**src/rtl/bbc_pkg.sv**
```systemverilog
// Shared types, widths, constants and the arctangent table of the biquad coefficient calculator.
package bbc_pkg;

	localparam int FREQ_BITS      = 24;
	localparam int COEF_FRAC_BITS = 28;
	localparam int COEF_W         = 32;
	localparam int PHASE_BITS     = 32;
	localparam int CORDIC_STEPS   = 30;
	localparam int VAL_W          = 34;
	localparam int ZW             = 33;
	localparam int DEN_W          = 33;
	localparam int Q_W            = 32;
	localparam int DIVD_W         = 2 * Q_W;
	localparam int NUM_COEF       = 4;
	localparam int IN_W           = 32;
	localparam int OUT_W          = 5 * COEF_W;

	localparam logic signed [VAL_W-1:0] CORDIC_X0 = 34'sd652032874;
	localparam logic signed [VAL_W-1:0] ONE_Q30   = 34'sd1073741824;
	localparam logic signed [VAL_W-1:0] TWO_Q30   = 34'sd2147483648;
	localparam logic signed [31:0]      SQRT2_Q30 = 32'sd1518500250;

	localparam logic [3:0] ORDER_TWO = 4'd2;

	typedef enum logic [1:0] {
		MODE_LOW_PASS  = 2'd0,
		MODE_HIGH_PASS = 2'd1,
		MODE_RSVD_A    = 2'd2,
		MODE_RSVD_B    = 2'd3
	} mode_t;

	typedef enum logic [1:0] {
		STAT_OK         = 2'd0,
		STAT_BAD_ORDER  = 2'd1,
		STAT_BAD_MODE   = 2'd2,
		STAT_BAD_CUTOFF = 2'd3
	} status_t;

	typedef struct packed {
		logic    valid;
		status_t status;
		logic    hp;
	} tag_t;

	// Arctangent of 2^-i in units of 2^-32 turn.
	localparam logic signed [ZW-1:0] ATAN_TURN [CORDIC_STEPS] = '{
		33'sd536870912, 33'sd316933406, 33'sd167458907, 33'sd85004756,
		33'sd42667331, 33'sd21354465, 33'sd10679838, 33'sd5340245,
		33'sd2670163, 33'sd1335087, 33'sd667544, 33'sd333772,
		33'sd166886, 33'sd83443, 33'sd41722, 33'sd20861,
		33'sd10430, 33'sd5215, 33'sd2608, 33'sd1304,
		33'sd652, 33'sd326, 33'sd163, 33'sd81,
		33'sd41, 33'sd20, 33'sd10, 33'sd5,
		33'sd3, 33'sd1
	};

endpackage

```
**src/rtl/bbc_coef_prep.sv**
```systemverilog
// Scales the sine by sqrt2 and forms the four numerators and the denominator.
module bbc_coef_prep (
	input  logic                             clk,
	input  logic                             arst_n,
	input  logic                             en,
	input  bbc_pkg::tag_t                    tag_in,
	input  logic signed [bbc_pkg::VAL_W-1:0] x_in,
	input  logic signed [bbc_pkg::VAL_W-1:0] y_in,
	input  logic                             flip_in,
	output bbc_pkg::tag_t                    tag_out,
	output logic signed [bbc_pkg::VAL_W-1:0] num_out [bbc_pkg::NUM_COEF],
	output logic [bbc_pkg::DEN_W-1:0]        den_out
);
	import bbc_pkg::*;

	tag_t                    tag_s1;
	tag_t                    tag_s2;
	logic signed [VAL_W-1:0] c_s1;
	logic signed [63:0]      prod_s1;
	logic signed [VAL_W-1:0] num_s2 [NUM_COEF];
	logic [DEN_W-1:0]        den_s2;

	logic signed [31:0]      s_val;
	logic signed [VAL_W-1:0] t_val;
	logic signed [VAL_W-1:0] bnum;
	logic signed [VAL_W-1:0] bnum2;
	logic signed [VAL_W-1:0] den_full;

	assign s_val    = 32'(y_in);
	assign t_val    = VAL_W'(prod_s1 >>> 30);
	assign bnum     = tag_s1.hp ? ONE_Q30 + c_s1 : ONE_Q30 - c_s1;
	assign bnum2    = bnum <<< 1;
	assign den_full = TWO_Q30 + t_val;

	always_ff @(posedge clk or negedge arst_n) begin
		if (!arst_n) begin
			tag_s1 <= '0;
			tag_s2 <= '0;
		end else if (en) begin
			tag_s1 <= tag_in;
			tag_s2 <= tag_s1;
		end
	end

	always_ff @(posedge clk) begin
		if (en) begin
			c_s1      <= flip_in ? -x_in : x_in;
			prod_s1   <= 64'(s_val) * 64'(SQRT2_Q30);
			num_s2[0] <= bnum;
			num_s2[1] <= tag_s1.hp ? -bnum2 : bnum2;
			num_s2[2] <= -(c_s1 <<< 2);
			num_s2[3] <= TWO_Q30 - t_val;
			den_s2    <= DEN_W'(den_full);
		end
	end

	assign tag_out = tag_s2;
	assign num_out = num_s2;
	assign den_out = den_s2;

endmodule

```
**config.mk**
```make
export PLATFORM = sky130hd
export DESIGN_NAME = bbc_coef_prep
export DESIGN_NICKNAME = d
export VERILOG_FILES = /design/src/rtl/bbc_pkg.sv /design/src/rtl/bbc_coef_prep.sv
export SDC_FILE = /design/constraint.sdc
export NUM_CORES = 1
export LEC_CHECK = 0
export ABC_AREA = 1
export ABC_CLOCK_PERIOD_IN_PS = 3260
export BUFFER_PORTS_ARGS = -buffer_cell sky130_fd_sc_hd__buf_2
export CAP_MARGIN = 20
export CORE_ASPECT_RATIO = 0.6
export CORE_MARGIN = 4
export CORE_UTILIZATION = 23
export DETAILED_ROUTE_END_ITERATION = 10
export PLACE_DENSITY_LB_ADDON = 0.15
export SYNTH_ARGS = -nofsm -noshare
export SYNTH_HDL_FRONTEND = slang
export SYNTH_SLANG_ARGS = --single-unit
export TNS_END_PERCENT = 30
```
**constraint.sdc**
```tcl
create_clock -name clk -period 3.26 [get_ports clk]
set_input_delay 0.326 -clock clk [delete_from_list [all_inputs] [get_ports clk]]
set_output_delay 0.326 -clock clk [all_outputs]
set_load 0.02 [all_outputs]
```
==> results.py <==
metrics = {
    "detailed_routing": {
        "first_iter_violations": 1545,
        "viasPerCell": 4.102,
        "routedWlPerCell_um": 19.98,
        "final_antenna_net_count": 0,
        "drtPass1Iterations": 5,
        "drc": 0,
        "routed_wl_mm": 111.8,
        "routed-via-count": 22950,
    },
    "floorplan": {
        "die_x_um": 472,
        "core_area_um2": 127400,
        "die_h_um": 286.4,
        "num_rows": 101,
        "initial_core_util_pct": 23.32,
        "fp.dieArea_um2": 135200,
        "ios": 249,
    },
    "final_layout": {
        "fin_nets": 4742,
        "diodes": 0,
        "area_growth_pct": 37.24,
        "multi_input_area_um2": 21610,
        "stdcell_area_um2": 40780,
        "drive_above_1_share_pct": 35.10,
        "regArea_um2": 7108,
        "fillers": 13360,
        "utilization_pct": 32.01,
    },
    "logic_synthesis": {
        "yosysTopAreaCell": "fa_1",
        "synthMuxAreaShare_pct": 0,
        "synth_edf_count": 230,
        "synth_warnings": 0,
        "async_reset_ff_share_pct": 3.361,
        "netlist_top_cells_count": "inv_1 (890), fa_1 (437), ha_1 (349), nand2_1 (323), nor2_1 (242)",
        "synth_fa_ha_area_share_pct": 44.14,
        "synth_xor_xnor_area_share_pct": 3.036,
        "synth_compound_area_share_pct": 5.058,
        "synth_ff_type": "edfxtp_1",
        "ys_seq_area_share_pct": 23.92,
        "syn_avg_cell_area_um2": 9.553,
        "yosysUniqueCellTypes": 49,
        "synth-seq-cells": 238,
        "netlist_instances": 3110,
        "synth_top_family_by_area": "adder cells",
        "yosys.area.top_type_share_pct": 29.44,
        "ys_top_cells_by_area": "fa_1 (29%), edfxtp_1 (23%), ha_1 (15%)",
        "synthSimpleGateAreaFrac_pct": 12.09,
        "synthMostInstantiatedCell": "inv_1",
        "syn_area_um2": 29710,
    },
    "timing": {
        "tns_ns": -84.17,
        "worst_slack_ns": -2.629,
        "fin_crit_sh_pct": 180.6,
        "fin_skew_ns": 0.03348,
        "setup_viol": 34,
        "rsz0062_at_grt": "true",
        "tightest_slew_ns": 0.7769,
        "slew_viol_final": 0,
        "maxSlewHeadroom_pct": 47.86,
        "max_freq_mhz": 169.8,
        "post-route-min-period_ns": 5.889,
        "finalHoldViolCount": 0,
    },
    "critical_path": {
        "critPathCaptureType": "flip-flop",
        "worstPathMaxFanout": 4,
        "worst_path_max_delay_cell": "fa_1",
        "crit_top_cell": "fa_1",
        "critPathMaxStageDelay_ns": 0.63,
        "start_kind": "input port",
        "criticalPathCategory": "input port to flip-flop",
        "crit_required_ns": 3.56,
        "cp.arrival_ns": 6.19,
    },
    "placement": {
        "place_ws_ns": -3.919,
        "dpl.hpwl_mm": 98.09,
        "port_buffers": 243,
        "place_congestion": 0.8922,
        "placed_area_um2": 36750,
    },
    "global_routing": {
        "grt_start_max_net_pins": 69,
        "grt_usage_pct": 16.68,
        "overflow": 0,
        "antenna_found_initial": 1,
        "grt_pass1_wl_mm": 165.4,
        "first_global_vias": 24160,
    },
    "hold_path": {
        "hold_path_class": "input port to flip-flop",
    },
    "clock_network": {
        "clkLatencyLatePin_ns": 0.57,
        "cts-root-buf": "clkbuf_16",
        "clk_path_buf_depth": 3,
        "clk_pin_slew_worst_paths_ns": 0.07,
        "cts_tree": "done",
        "cts_made_buffers": 24,
        "cts_sinks": 238,
        "cts_htree_levels": 1,
    },
    "flow_run": {
        "maxCapViolCount": 0,
    },
    "run_status": {
        "violations": "setup timing",
        "status": "finished with violations",
    },
}
## sequential cells by signal, indices dropped and copies added, names as in the netlist
name     flops
num_out    130
c_s1        34
tag_s1       4
den_out     32
prod_s1     34
tag_out      4
## worst max-delay path, delay by kind of cell
| kind | cells | cell delay (ns) |
|---|---|---|
| adders and majority gates | 9 | 4.18 |
| and+or+nand+nor | 5 | 0.42 |
| AOI/OAI and AO/OA | 3 | 0.42 |
| buffers and inverters | 9 | 0.85 |
## per-stage QoR
stage	hold slack, ns	cells
final	0.07731	5596
after global routing	0.05435	5596
after CTS	0.02255	5579
after detailed placement	0.1838	5493
after global placement	0.1854	5493
after floorplan	0.03041	3112
## cell families (layout without fill, tap and decap cells)
kind of cell / count (synthesis) / in the layout
flops: 238 / 238
other cells: 1 / 3
compound gates: 268 / 268
fa+ha+maj: 786 / 786
simple gates: 793 / 793
xor+xnor: 103 / 103
buf+inv: 921 / 1706
## metal layers
metal	share of wire, %	GRT usage, %	routed length [um]
met1	56	28.00	62560
met2	37	22.01	41710
met3	6.1	3.378	6854
met4	0.62	1.263	690
met5	0	0	0
## final timing paths
check / start / to / slack, ns / depth (start not counted)
hold / removal: x_in[30] / c_s1[30] / 0.08 / 2
setup / recovery: y_in[22] / prod_s1[49] / -2.63 / 26
setup reg to reg: c_s1[6] / num_out[101] / 0.33 / 14
hold reg to reg: prod_s1[31] / den_out[1] / 0.46 / 0
min in group asynchronous: arst_n / tag_out[0] / 0.16 / 2
max in group asynchronous: arst_n / tag_s1[0] / 2.91 / 2
## layout by cell type (no fill, tap or decap), types with 16 or more instances in the layout
master     count
a21oi_2       31
nand2_2       52
ha_4          65
xor2_1        69
inv_1        757
nand4_1       16
buf_2        218
a21oi_4       21
a21oi_1       50
inv_2        119
o21ai_0       46
xnor2_1       27
buf_4        468
nor2_2        39
and2_1        23
buf_12        17
nand3_1       79
fa_2          47
clkbuf_16     25
o21ai_2       20
buf_6         45
nand2_4       26
nor3_1        18
edfxtp_1     230
o21ai_1       28
nor2_4        45
nor2_1       182
fa_1         390
nand2_1      267
ha_1         276
## final cells by class
class / instances / area share, %
Clock buffer: 30 / 1.580
Clock inverter: 13 / 0.4449
Timing Repair Buffer: 764 / 13.89
Multi-Input combinational cell: 1953 / 52.99
Sequential cell: 238 / 17.43
Inverter: 899 / 8.454
Tap cell: 1699 / 5.213
## what timing repair did
action,in CTS,in global routing
gates resized for setup,526,202
hold buffers,6,0
pin swaps,292,147
buffers inserted,41,19
endpoints found under the hold margin,13,0
setup endpoints to repair,34,37
Power is left out: the tool's default activity adds up to more than one toggle a clock period on the data nets, which glitch-free logic cannot reach.
