<file path="src/rtl/bbc_pkg.sv">
// Shared types, widths, constants and the arctangent table of the biquad coefficient calculator.
package bbc_pkg;

	localparam int FREQ_BITS      = 24;
	localparam int COEF_FRAC_BITS = 28;
	localparam int COEF_W         = 32;
	localparam int PHASE_BITS     = 32;
	localparam int CORDIC_STEPS   = 30;
	localparam int VAL_W          = 34;
	localparam int ZW             = 33;
	localparam int DEN_W          = 33;
	localparam int Q_W            = 32;
	localparam int DIVD_W         = 2 * Q_W;
	localparam int NUM_COEF       = 4;
	localparam int IN_W           = 32;
	localparam int OUT_W          = 5 * COEF_W;

	localparam logic signed [VAL_W-1:0] CORDIC_X0 = 34'sd652032874;
	localparam logic signed [VAL_W-1:0] ONE_Q30   = 34'sd1073741824;
	localparam logic signed [VAL_W-1:0] TWO_Q30   = 34'sd2147483648;
	localparam logic signed [31:0]      SQRT2_Q30 = 32'sd1518500250;

	localparam logic [3:0] ORDER_TWO = 4'd2;

	typedef enum logic [1:0] {
		MODE_LOW_PASS  = 2'd0,
		MODE_HIGH_PASS = 2'd1,
		MODE_RSVD_A    = 2'd2,
		MODE_RSVD_B    = 2'd3
	} mode_t;

	typedef enum logic [1:0] {
		STAT_OK         = 2'd0,
		STAT_BAD_ORDER  = 2'd1,
		STAT_BAD_MODE   = 2'd2,
		STAT_BAD_CUTOFF = 2'd3
	} status_t;

	typedef struct packed {
		logic    valid;
		status_t status;
		logic    hp;
	} tag_t;

	// Arctangent of 2^-i in units of 2^-32 turn.
	localparam logic signed [ZW-1:0] ATAN_TURN [CORDIC_STEPS] = '{
		33'sd536870912, 33'sd316933406, 33'sd167458907, 33'sd85004756,
		33'sd42667331, 33'sd21354465, 33'sd10679838, 33'sd5340245,
		33'sd2670163, 33'sd1335087, 33'sd667544, 33'sd333772,
		33'sd166886, 33'sd83443, 33'sd41722, 33'sd20861,
		33'sd10430, 33'sd5215, 33'sd2608, 33'sd1304,
		33'sd652, 33'sd326, 33'sd163, 33'sd81,
		33'sd41, 33'sd20, 33'sd10, 33'sd5,
		33'sd3, 33'sd1
	};

endpackage

</file>
<file path="src/rtl/bbc_phase_div.sv">
// Pipelined restoring divider: phase = floor(cutoff * 2^32 / sample rate).
module bbc_phase_div (
	input  logic                          clk,
	input  logic                          arst_n,
	input  logic                          en,
	input  bbc_pkg::tag_t                 tag_in,
	input  logic [bbc_pkg::FREQ_BITS-1:0] fc_in,
	input  logic [bbc_pkg::FREQ_BITS-1:0] fs,
	output bbc_pkg::tag_t                 tag_out,
	output logic [bbc_pkg::PHASE_BITS-1:0] phase_out
);
	import bbc_pkg::*;

	tag_t                  tag_s [1:PHASE_BITS];
	logic [FREQ_BITS-1:0]  rem_s [1:PHASE_BITS];
	logic [PHASE_BITS-1:0] quo_s [1:PHASE_BITS];

	for (genvar k = 1; k <= PHASE_BITS; k++) begin : g_step
		tag_t                  tag_prev;
		logic [FREQ_BITS-1:0]  rem_prev;
		logic [PHASE_BITS-1:0] quo_prev;
		logic [FREQ_BITS:0]    r2;
		logic                  ge;

		if (k == 1) begin : g_first
			assign tag_prev = tag_in;
			assign rem_prev = fc_in;
			assign quo_prev = '0;
		end else begin : g_next
			assign tag_prev = tag_s[k-1];
			assign rem_prev = rem_s[k-1];
			assign quo_prev = quo_s[k-1];
		end

		assign r2 = {rem_prev, 1'b0};
		assign ge = r2 >= {1'b0, fs};

		always_ff @(posedge clk or negedge arst_n) begin
			if (!arst_n) begin
				tag_s[k] <= '0;
			end else if (en) begin
				tag_s[k] <= tag_prev;
			end
		end

		// one quotient bit per stage
		always_ff @(posedge clk) begin
			if (en) begin
				rem_s[k] <= ge ? FREQ_BITS'(r2 - {1'b0, fs}) : FREQ_BITS'(r2);
				quo_s[k] <= {quo_prev[PHASE_BITS-2:0], ge};
			end
		end
	end

	assign tag_out   = tag_s[PHASE_BITS];
	assign phase_out = quo_s[PHASE_BITS];

endmodule

</file>
<file path="config.mk">
export PLATFORM = sky130hd
export DESIGN_NAME = bbc_phase_div
export DESIGN_NICKNAME = d
export VERILOG_FILES = /design/src/rtl/bbc_pkg.sv /design/src/rtl/bbc_phase_div.sv
export SDC_FILE = /design/constraint.sdc
export NUM_CORES = 2
export LEC_CHECK = 0
export BUFFER_PORTS_ARGS = -buffer_cell sky130_fd_sc_hd__buf_2
export CORE_MARGIN = 2
export CORE_UTILIZATION = 49
export DETAILED_ROUTE_END_ITERATION = 10
export PLACE_DENSITY = 0.74
export SLEW_MARGIN = 20
export SYNTH_ARGS = -nofsm -noshare
export SYNTH_HDL_FRONTEND = slang
export SYNTH_SLANG_ARGS = --single-unit
</file>
<file path="constraint.sdc">
create_clock -name clk -period 4.1 [get_ports clk]
set_input_delay 0.205 -clock clk [delete_from_list [all_inputs] [get_ports clk]]
set_output_delay 0.205 -clock clk [all_outputs]
set_load 0.02 [all_outputs]
</file>
==> results.txt <==
* Status: completed
- After detailed routing, the average wire length per cell comes to 20.2 um.
- Share of the synthesized area in compound gates (AO/OA/AOI/OAI): 14.4%
* X dimension of the die: 424 um
* Main flop type after synthesis: edfxtp_1
- After detailed routing, the number of remaining DRC violations is 0.
- Count of synthesis-stage warnings from yosys: 0
* Post-route worst hold slack: 0.148 ns
- Cells resized by post-CTS repair: 0
- Cell with the largest stage delay on the worst path: edfxtp_1
- Together, buffers and inverters on the worst path number 1.
- Of all nets on the critical path, the largest fanout is 19.
- Routability-driven placement finished with a final weighted congestion of 0.905.
* Main combinational cell family by area after synthesis: compound AO/OA/AOI/OAI gates
* Portion of the clock cycle consumed by the worst path in the final layout: 92.8%
- Number of distinct library cell variants in the gate-level netlist after synthesis: 96
- Clock-pin slew was measured on the worst setup and hold paths at 0.06 ns.
- Critical Path End Type: register
- Clock sinks: 1400
* Final setup viols: 0
* Buffers from clock root to sink, at most: 3
- Synthesis produced 7413 cells.
- In this run the core area contains 154 standard-cell rows.
- The routed design has 206000 um of wire.
- Entering global routing, the biggest net connects 144 pins.
* Area grow syn2layout: 12.6%
* Vias per Instance: 5.90
- The number of cells on the worst reg-to-reg path is 12.
- Clock root buffer: clkbuf_16
- Cell with the most instances after synthesis: edfxtp_1
* Most used cell, CP: o22ai_2
- The floorplan step defined a die boundary enclosing 179000 um2.
* Reported leakage power: 38.4 nW
- Detailed placement finished with a half-perimeter wire length of 147000 um.
- Effective utilization at floorplan: 49.2%
- Clock latency reported for the late side of the worst-skew pair: 0.85 ns
* Max Clock Skew: 0.0478 ns
- Counting the buffers created by CTS gives 160.
* Max Cap Violations: 0
- The number of max-slew violations in the final report came to 0.
- Simple-gate area share of the yosys netlist: 9.40%
- The number of nets handed over by synthesis was 8266.
- Number of gates on the worst path with buffers counted: 12
- Number of flip-flops and latches in the synthesized netlist: 1400
* Clock tree from TritonCTS: done
- WHS Path Cells: 3
* Initial antenna violation count: 7
- CTS built an H-tree with a depth of 4.
- Slew of the pin with the lowest slew margin: 1.00 ns
* Number of flops mapped to enable cells by yosys: 1272
- Leading post-synthesis cells by cell area: edfxtp_1, ha_1, mux2_2
- Pin placement for this block handled 91 I/O pins.
- Walking the worst path, the cells encountered are ha_1 > a21oi_1 > o21ai_0 > or3_1 > o22ai_2 > o22ai_2 > a221o_1 > a221oi_4 > o41ai_1 > a41oi_4 > buf_12 > mux2_1.
- Worst slew slack as a fraction of its limit: 33.1%
* Net count reported at finish: 8602
- The mapped netlist covers 86300 um2.
- STA classifies the critical path startpoint as a register.
- Hold/Removal Path Class: in2reg
- The count of nets left with antenna violations once routing finished came out at 0.
* Iteration-0 DRC Markers: 4492
- The commonest cells after synthesis are edfxtp_1, ha_1, mux2_2.
* Ratio of total power to cell area: 864 nW/um2
* Mux share of post-synthesis cell area: 8.54%
- Post-route setup TNS: 0 ns
- The first global-routing pass estimated 324000 um of wire.
- Number of global-route vias before repair: 59.3k
- Summing the sequential cell areas from Yosys gives 48.0% of the chip area.
* Post-Synth Adder-Cell Area: 11.8%
- Mean instance size in the synthesized netlist: 11.6 um2
- In the final layout, the share of cells above drive strength 1 is 16.1%.
- Across the VDD grid, the largest voltage drop is 0.593 mV.
* GRT Resource Usage Total: 22.7%
- Vias: 60.3k
- For the worst setup path, the data arrival time is 4.37 ns.
- The synthesized design spends more area on one cell type than any other, namely edfxtp_1.
- Crit-path leading delay family: compound AO/OA/AOI/OAI gates
- After global routing the overflow that remains totals 0.
- The total area inside the core boundary comes to 176000 um2.
- After synthesis, the share of flip-flops with an asynchronous set or reset is 9.14%.
* Startpoint-to-endpoint class of the critical path: reg2reg
* Layout filler cell count: 14.4k
* Area share of the leading cell type in the synthesized netlist: 44.3%
* Delay of the slowest critical-path stage: 0.41 ns
- Buffers placed on the I/O ports in this run total 90.
- The hold violation total from the final report came to 0.
* Maximum clock rate: 0.263 GHz
- DRT Pass-1 Iters: 6
- For the worst setup path, the data required time is 4.67 ns.
- In this run the vertical extent of the chip is 424 um.
- Synthesized-area fraction occupied by xor and xnor cells: 6.05%
* Tmin final: 3.81 ns
- Setup repair after global routing left no endpoint under its margin.
## metrics by stage
step / cells / util, % / area [um2] / total power [mW] / setup WS, ns
2_1_floorplan: 7413 / - / 86300 / 58.1 / 0.0549
3_3_place_gp: 9892 / 52.0 / 91300 / 67.6 / 0.103
3_5_place_dp: 9892 / 52.0 / 91300 / 68.6 / 0.0892
4_1_cts: 10200 / 55.3 / 97100 / 84.1 / 0.302
5_1_grt: 10200 / 55.3 / 97100 / 89.8 / 0.0832
6_report: 10200 / 55.3 / 97100 / 84.0 / 0.295
## layout make-up
| type | count | area [um2] | area share, % |
|---|---|---|---|
| Timing Repair Buffer | 326 | 3080 | 3.17 |
| Clock buffer | 199 | 4320 | 4.45 |
| Tap cell | 2340 | 2930 | 3.01 |
| Clock inverter | 92 | 1130 | 1.17 |
| Multi-Input combinational cell | 5645 | 43400 | 44.7 |
| Antenna cell | 3 | 7.51 | 0.00773 |
| Sequential cell | 1400 | 41400 | 42.6 |
| Inverter | 216 | 811 | 0.835 |
## cells by family (layout without fill, tap and decap cells)
group,count (synthesis),after routing
AO/OA/AOI/OAI,1928,1928
XOR/XNOR,596,596
adder cells (fa/ha/maj),798,798
buffers and inverters,368,833
flip-flops,1400,1400
multiplexers,654,654
other,0,3
AND/OR/NAND/NOR,1669,1669
## state kept, by name (all words and copies together) (netlist names)
| signal | count |
|---|---|
| g_step.tag_prev | 124 |
| quo_s | 528 |
| rem_s | 744 |
| tag_out | 4 |
## cell usage in the layout, fill, tap and decap left out, drive strengths merged, types with 199 or more instances in the layout
cell       n
edfxtp  1272
ha       767
mux2     628
a21oi    586
nor2     461
o21ai    412
xnor2    408
nand2    405
buf      292
a21o     270
inv      225
clkbuf   199
## worst min-delay path, cell delays in order
cell	delay (ns)
dlygate4sd3_1	0.52
buf_2	0.09
mux2_2	0.13
## layer usage
metal	wire, um	vias to the layer above	track usage (%)
met5	0	-	0
met4	8200	0	9.45
met3	10800	434	3.31
met2	97900	1706	38.0
met1	89400	29200	29.5
li1	-	28900	-
## what timing repair did
item	4_1_cts	5_1_grt
hold buffers	35	0
setup buffers	0	0
endpoints found under the setup margin	0	0
endpoints found under the hold margin	168	0
## path summary, 6_finish.rpt
check / slack [ns] / startpoint / end
hold reg to reg: 0.39 / quo_s[0][418] / quo_s[0][451]
setup reg to reg: 0.29 / rem_s[0][367] / rem_s[0][401]
min in group asynchronous: 0.50 / arst_n / g_step[21].tag_prev[0]
hold / removal: 0.15 / tag_in[0] / g_step[2].tag_prev[0]
max in group asynchronous: 3.18 / arst_n / g_step[30].tag_prev[2]
setup / recovery: 0.29 / rem_s[0][367] / rem_s[0][401]
## report_power, final
| part | internal, mW | total (mW) | switching [mW] | leakage (nW) |
|---|---|---|---|---|
| logic | 20.7 | 42.7 | 22.0 | 21.7 |
| clock network | 8.58 | 14.8 | 6.17 | 2.65 |
| registers | 23.3 | 26.5 | 3.23 | 14.0 |
| total | 52.6 | 84.0 | 31.4 | 38.4 |
Power figures use the tool's default switching activity.
